==> src/rtl/aoc_pkg.sv <==
// Shared types and constants for the alpha-over BGRA compositing pipeline.
package aoc_pkg;

    localparam int CHAN_W   = 8;
    localparam int NUM_CHAN = 3;
    localparam int PIX_W    = 32;
    localparam int WGT_W    = 16;
    localparam int NUM_W    = 24;
    localparam int DSH_W    = WGT_W + CHAN_W - 1;

    localparam logic [CHAN_W-1:0] CHAN_MAX = 8'hFF;

    typedef struct packed {
        logic [NUM_W-1:0]  rem;
        logic [CHAN_W-1:0] quo;
    } div_lane_t;

    typedef struct packed {
        logic                       valid;
        logic                       last;
        logic                       zero;
        logic [CHAN_W-1:0]          alpha;
        logic [DSH_W-1:0]           dsh;
        div_lane_t [NUM_CHAN-1:0]   lane;
    } div_bus_t;

endpackage

==> src/rtl/aoc_div_stage.sv <==
// Two-bit restoring division step for all three color channels.
module aoc_div_stage import aoc_pkg::*;
(
    input  logic     clk,
    input  logic     rst_n,
    input  logic     en,
    input  div_bus_t bus_in,
    output div_bus_t bus_reg
);

    div_bus_t bus_next;

    always_comb
    begin
        logic [NUM_W-1:0] r1;
        logic [NUM_W-1:0] d_hi;
        logic [NUM_W-1:0] d_lo;
        logic             b1;
        logic             b0;
        bus_next = bus_in;
        d_hi = {1'b0, bus_in.dsh};
        d_lo = {2'b00, bus_in.dsh[DSH_W-1:1]};
        for (int c = 0; c < NUM_CHAN; c++)
        begin
            b1 = (bus_in.lane[c].rem >= d_hi);
            r1 = b1 ? (bus_in.lane[c].rem - d_hi) : bus_in.lane[c].rem;
            b0 = (r1 >= d_lo);
            bus_next.lane[c].rem = b0 ? (r1 - d_lo) : r1;
            bus_next.lane[c].quo = {bus_in.lane[c].quo[CHAN_W-3:0], b1, b0};
        end
        bus_next.dsh = {2'b00, bus_in.dsh[DSH_W-1:2]};
    end

    always_ff @(posedge clk or negedge rst_n)
    begin
        if (!rst_n)
        begin
            bus_reg.valid <= 1'b0;
        end
        else if (en)
        begin
            bus_reg <= bus_next;
        end
    end

endmodule

==> src/rtl/alpha_over_composite_bgra_unit.sv <==
// Top level: Porter-Duff over of straight-alpha BGRA pixels, seven-stage pipeline.
//
//  channel   direction  tdata                                 tuser  tlast
//  s_axis    in         [31:0] source_pixel, [63:32] target   -      last_in
//  m_axis    out        [31:0] result_pixel                   -      last_out
//
// One pixel per clock while m_axis is not stalled; the stages are weight, products,
// numerator, then four radix-4 division steps that share nothing between pixels.
// Reset clears only the stage valid bits.
// A stall on m_axis freezes every stage at once; s_axis_tready drops only
// while the output holds a result that is not taken.
module alpha_over_composite_bgra_unit import aoc_pkg::*;
(
    input  logic                clk,
    input  logic                rst_n,
    input  logic                s_axis_tvalid,
    output logic                s_axis_tready,
    input  logic [2*PIX_W-1:0]  s_axis_tdata,   // source_pixel, target_pixel
    input  logic                s_axis_tlast,
    output logic                m_axis_tvalid,
    input  logic                m_axis_tready,
    output logic [PIX_W-1:0]    m_axis_tdata,   // result_pixel
    output logic                m_axis_tlast
);

    localparam int NUM_DIV = CHAN_W / 2;

    logic en;

    logic                                 v1_reg;
    logic                                 l1_reg;
    logic [CHAN_W-1:0]                    sa1_reg;
    logic [WGT_W-1:0]                     w1_reg;
    logic [NUM_CHAN-1:0][CHAN_W-1:0]      sc1_reg;
    logic [NUM_CHAN-1:0][CHAN_W-1:0]      tc1_reg;

    logic                                 v2_reg;
    logic                                 l2_reg;
    logic [WGT_W-1:0]                     d2_reg;
    logic [NUM_CHAN-1:0][WGT_W-1:0]       ps2_reg;
    logic [NUM_CHAN-1:0][NUM_W-1:0]       pq2_reg;

    div_bus_t                             div3_next;
    div_bus_t                             div3_reg;
    div_bus_t [NUM_DIV:0]                 chain;

    logic [CHAN_W-1:0]                    sa_in;
    logic [CHAN_W-1:0]                    ta_in;
    logic [WGT_W:0]                       d_inc;
    logic [NUM_W:0]                       a_sum;

    assign en            = !chain[NUM_DIV].valid || m_axis_tready;
    assign s_axis_tready = en;

    assign sa_in = s_axis_tdata[PIX_W-1 -: CHAN_W];
    assign ta_in = s_axis_tdata[2*PIX_W-1 -: CHAN_W];

    always_ff @(posedge clk or negedge rst_n)
    begin
        if (!rst_n)
        begin
            v1_reg <= 1'b0;
            v2_reg <= 1'b0;
        end
        else if (en)
        begin
            v1_reg <= s_axis_tvalid;
            v2_reg <= v1_reg;
        end
    end

    always_ff @(posedge clk)
    begin
        if (en)
        begin
            l1_reg  <= s_axis_tlast;
            sa1_reg <= sa_in;
            w1_reg  <= WGT_W'(ta_in) * WGT_W'(CHAN_MAX - sa_in);
            for (int c = 0; c < NUM_CHAN; c++)
            begin
                sc1_reg[c] <= s_axis_tdata[c*CHAN_W +: CHAN_W];
                tc1_reg[c] <= s_axis_tdata[PIX_W + c*CHAN_W +: CHAN_W];
            end
            l2_reg <= l1_reg;
            d2_reg <= ({sa1_reg, {CHAN_W{1'b0}}} - {{CHAN_W{1'b0}}, sa1_reg}) + w1_reg;
            for (int c = 0; c < NUM_CHAN; c++)
            begin
                ps2_reg[c] <= WGT_W'(sa1_reg) * WGT_W'(sc1_reg[c]);
                pq2_reg[c] <= NUM_W'(w1_reg) * NUM_W'(tc1_reg[c]);
            end
        end
    end

    assign d_inc = {1'b0, d2_reg} + {{WGT_W{1'b0}}, 1'b1};
    assign a_sum = {d_inc, {CHAN_W{1'b0}}} + {{CHAN_W{1'b0}}, d_inc};

    always_comb
    begin
        div3_next       = '0;
        div3_next.valid = v2_reg;
        div3_next.last  = l2_reg;
        div3_next.zero  = (d2_reg == '0);
        div3_next.alpha = a_sum[NUM_W-1 -: CHAN_W];
        div3_next.dsh   = {d2_reg, {(CHAN_W-1){1'b0}}};
        for (int c = 0; c < NUM_CHAN; c++)
        begin
            div3_next.lane[c].rem = ({ps2_reg[c], {CHAN_W{1'b0}}}
                                     - {{CHAN_W{1'b0}}, ps2_reg[c]}) + pq2_reg[c];
            div3_next.lane[c].quo = '0;
        end
    end

    always_ff @(posedge clk or negedge rst_n)
    begin
        if (!rst_n)
        begin
            div3_reg.valid <= 1'b0;
        end
        else if (en)
        begin
            div3_reg <= div3_next;
        end
    end

    assign chain[0] = div3_reg;

    for (genvar k = 0; k < NUM_DIV; k++)
    begin : g_div
        aoc_div_stage u_stage (
            .clk     (clk),
            .rst_n   (rst_n),
            .en      (en),
            .bus_in  (chain[k]),
            .bus_reg (chain[k+1])
        );
    end

    always_comb
    begin
        m_axis_tvalid = chain[NUM_DIV].valid;
        m_axis_tlast  = chain[NUM_DIV].last;
        if (chain[NUM_DIV].zero)
        begin
            m_axis_tdata = '0;
        end
        else
        begin
            m_axis_tdata = {chain[NUM_DIV].alpha, chain[NUM_DIV].lane[2].quo,
                            chain[NUM_DIV].lane[1].quo, chain[NUM_DIV].lane[0].quo};
        end
    end

endmodule

==> config.mk <==
export PLATFORM = sky130hd
export DESIGN_NAME = alpha_over_composite_bgra_unit
export DESIGN_NICKNAME = d
export VERILOG_FILES = /design/src/rtl/aoc_pkg.sv /design/src/rtl/aoc_div_stage.sv /design/src/rtl/alpha_over_composite_bgra_unit.sv
export SDC_FILE = /design/constraint.sdc
export NUM_CORES = 2
export LEC_CHECK = 0
export BUFFER_PORTS_ARGS = -buffer_cell sky130_fd_sc_hd__buf_2
export CAP_MARGIN = 0
export CORE_ASPECT_RATIO = 0.7
export CORE_MARGIN = 2
export CORE_UTILIZATION = 45
export CTS_BUF_LIST = sky130_fd_sc_hd__clkbuf_8
export DETAILED_ROUTE_END_ITERATION = 10
export GPL_ROUTABILITY_DRIVEN = 0
export GPL_TIMING_DRIVEN = 0
export PLACE_DENSITY = 0.59
export SYNTH_ARGS = -nofsm -noshare
export SYNTH_HDL_FRONTEND = slang
export SYNTH_SLANG_ARGS = --single-unit
==> constraint.sdc <==
create_clock -name clk -period 23.2 [get_ports clk]
set_input_delay 2.32 -clock clk [delete_from_list [all_inputs] [get_ports clk]]
set_output_delay 2.32 -clock clk [all_outputs]
set_load 0.03 [all_outputs]
==> results.tsv <==
metric	value	unit
slowest cell delay on critical path	0.82	ns
Hold Path Origin	g_div[0].u_stage.bus_reg[32]$_DFFE_PP_	
Seq cells post-synth	679	
nets	8646	
Fmax	124	MHz
Worst Hold Depth	0	
Post-Layout Cell Count	9428	
# DRC	0	
Tcrit/Tclk final	34.8	%
sequential cell area fraction in the yosys report	29.7	%
Final ANT Viol Nets	0	
worst r2r src	chain[104]$_DFFE_PP_	
Root Buffer	clkbuf_8	
CTS Buffer Depth	3	
I/O Buffers	103	
EDFF count, synth	672	
H-tree levels	3	
crit path max-delay cell type	edfxtp_1	
pin count of the biggest net entering global routing	119	
grt ovf	0	
synth warn	0	
final hold vios	0	
Final min period	8.06	ns
# fillers	14200	
Mapped Nets	8410	
IO Count	104	
synth top area cells	edfxtp_1 (29%), ha_1 (15%), fa_1 (13%)	
Arrival @ worst endpoint	8.67	ns
CTS tree	yes	
final setup margin	15.14	ns
RSZ-0062 raised after global routing	no	
fin. max-slew vios	0	
via/cell ratio	5.61	
status	finished, final reports clean	
Hold-fix buffers, CTS	0	
die area	156000	um^2
cts repair resizes	0	
clk sinks	679	
Placed Instance Area	72000	um^2
first-pass GRT wire length	300	mm
setup bufs post-CTS	0	
Primary FF master, synth	edfxtp_1	
setup TNS	0	ns
share of cells above drive strength 1	6.86	%
clock slew at reported path FFs	0.06	ns
Site Rows	119	
Max Cap Violations	0	
post-synth cell types	90	
Slew @ Worst Pin	1.42	ns
Slew HR	4.96	%
Worst setup SP type	flop	
cells after synthesis	7083	
Layout area overhead	8.62	%
Max Clock Skew	0.0584	ns
DP HPWL	156	mm
top-count cell post-synth	inv_1	
hold endpoint	g_div[1].u_stage.bus_reg[34]$_DFFE_PP_	
type of the worst min-delay path	reg2reg	
synthesized area	68600	um^2
Multi-input gate area	44200	um^2
top cells by count, synth	inv_1 (927), ha_1 (812), edfxtp_1 (672), nand2_1 (569), fa_1 (446)	
placed instance count	9197	
Die Wd	471	um
critical path type	reg2reg	
CORE AREA	151000	um^2
Reg2Reg Setup Slack	15.14	ns
via count	52900	
vias in the first global route	51600	
Yosys top cell area share	29.4	%
crit-path cells	inv_1 -> ha_1 -> nor2b_1 -> o21a_1 -> o21ai_0 -> a211oi_1 -> o221ai_1 -> a221o_1 -> buf_2 -> clkbuf_1 -> nand2_1 -> o21ai_0 -> ha_1 -> a21oi_1 -> o21bai_1 -> a221o_1 -> a31oi_1 -> o21bai_1 -> a21oi_1 -> o31ai_1 -> or3b_1 -> buf_2 -> buf_4 -> mux2_2	
mean area per synthesized cell	9.69	um^2
TritonCTS Buffers	116	
async set-reset flop share out of synthesis	1.03	%
DR pass1 iterations	7	
final setup violation count	0	
Reg2Reg Capture Point	g_div[0].u_stage.bus_reg[28]$_DFFE_PP_	
Register Area	20400	um^2
drt wl/cell	20.5	um
fin area	74600	um^2
pre-CTS WS	15.62	ns
Starting Density	45.5	%
Global Route Usage Sum	25.0	%
Die H	331	um
Crit. End Element	flop	
Yosys top cell by area	edfxtp_1	
Final Routed Wirelength	194	mm
data required time of the worst path	23.81	ns
Crit Path Max Fanout	10	
clk_lat worst skew	0.91	ns
initial antenna violation count	21	
initial DRC count	4510	
worst reg-to-reg path cell count	24	
max reg flops	368	
==> cells in the final DEF (no fill, tap or decap), types with 119 or more instances in the layout <==
cell / synthesis / layout
and2_1: 380 / 380
nor2b_1: 134 / 133
buf_2: 16 / 119
inv_1: 927 / 945
nor3_1: 123 / 123
a21o_1: 186 / 186
ha_1: 812 / 812
fa_1: 446 / 446
clkbuf_1: 128 / 128
a21oi_1: 370 / 370
o21ai_0: 329 / 329
edfxtp_1: 672 / 672
xor2_1: 135 / 135
xnor2_1: 325 / 325
mux2_2: 132 / 132
nand2_1: 569 / 569
nor2_1: 375 / 375
==> layout make-up <==
cell class                 instances  share of cell area (%)
inverter                         933                    4.71
clock buffer                     118                    2.18
clock inverter                    98                    1.24
sequential                       679                    27.3
antenna                           15                  0.0503
buffer                           153                   0.822
timing repair buffer             118                    1.10
multi-input combinational       5318                    59.3
tap                             1996                    3.35
==> metrics by stage <==
step | hold slack [ns] | utilization [%]
after floorplan | 0.400 | -
after global placement | 0.402 | 47.5
after detailed placement | 0.405 | 47.7
after CTS | 0.381 | 49.4
after global routing | 0.407 | 49.4
final | 0.385 | 49.4
==> per-layer routing <==
layer  GRT usage [%]  wire [um]  vias up
met4            4.39       2980        6
met5               0         70        -
met1            38.0      94800    26000
li1                -          -    25100
met2            35.1      76200     1626
met3            7.39      19600      203
==> cells by family after synthesis <==
logic type | Yosys count | synth area share (%)
muxes | 162 | 2.62
AOI/OAI and AO/OA | 1390 | 13.0
adders and majority gates | 1258 | 27.8
xor gates and xnor gates | 460 | 5.87
buffers and inverters | 1086 | 6.00
DFF | 679 | 29.7
and+or+nand+nor | 2048 | 15.1
==> worst max-delay path: cells and delay by family, from the launching register on <==
family | cells | cell delay, ns
AOI/OAI and AO/OA | 13 | 3.42
buffers and inverters | 5 | 1.71
DFF | 1 | 0.82
adders and majority gates | 2 | 0.82
and+or+nand+nor | 3 | 0.69
muxes | 1 | 0.29
==> worst max-delay path by stage <==
stage	from	to	slack (ns)	cells past startpoint
finish	chain[104]$_DFFE_PP_	g_div[0].u_stage.bus_reg[28]$_DFFE_PP_	15.14	24
detailed placement	g_div[0].u_stage.bus_reg[102]$_DFFE_PP_	g_div[1].u_stage.bus_reg[27]$_DFFE_PP_	15.62	22
CTS	g_div[0].u_stage.bus_reg[102]$_DFFE_PP_	g_div[1].u_stage.bus_reg[27]$_DFFE_PP_	15.56	22
global placement	m_axis_tready	g_div[3].u_stage.bus_reg[71]$_DFFE_PP_	3.11	4
global route	g_div[0].u_stage.bus_reg[102]$_DFFE_PP_	g_div[1].u_stage.bus_reg[25]$_DFFE_PP_	14.82	22
floorplan	m_axis_tready	chain[103]$_DFFE_PP_	8.10	3
Power is left out: the tool's default activity adds up to more than one toggle a clock period on the data nets, which glitch-free logic cannot reach.
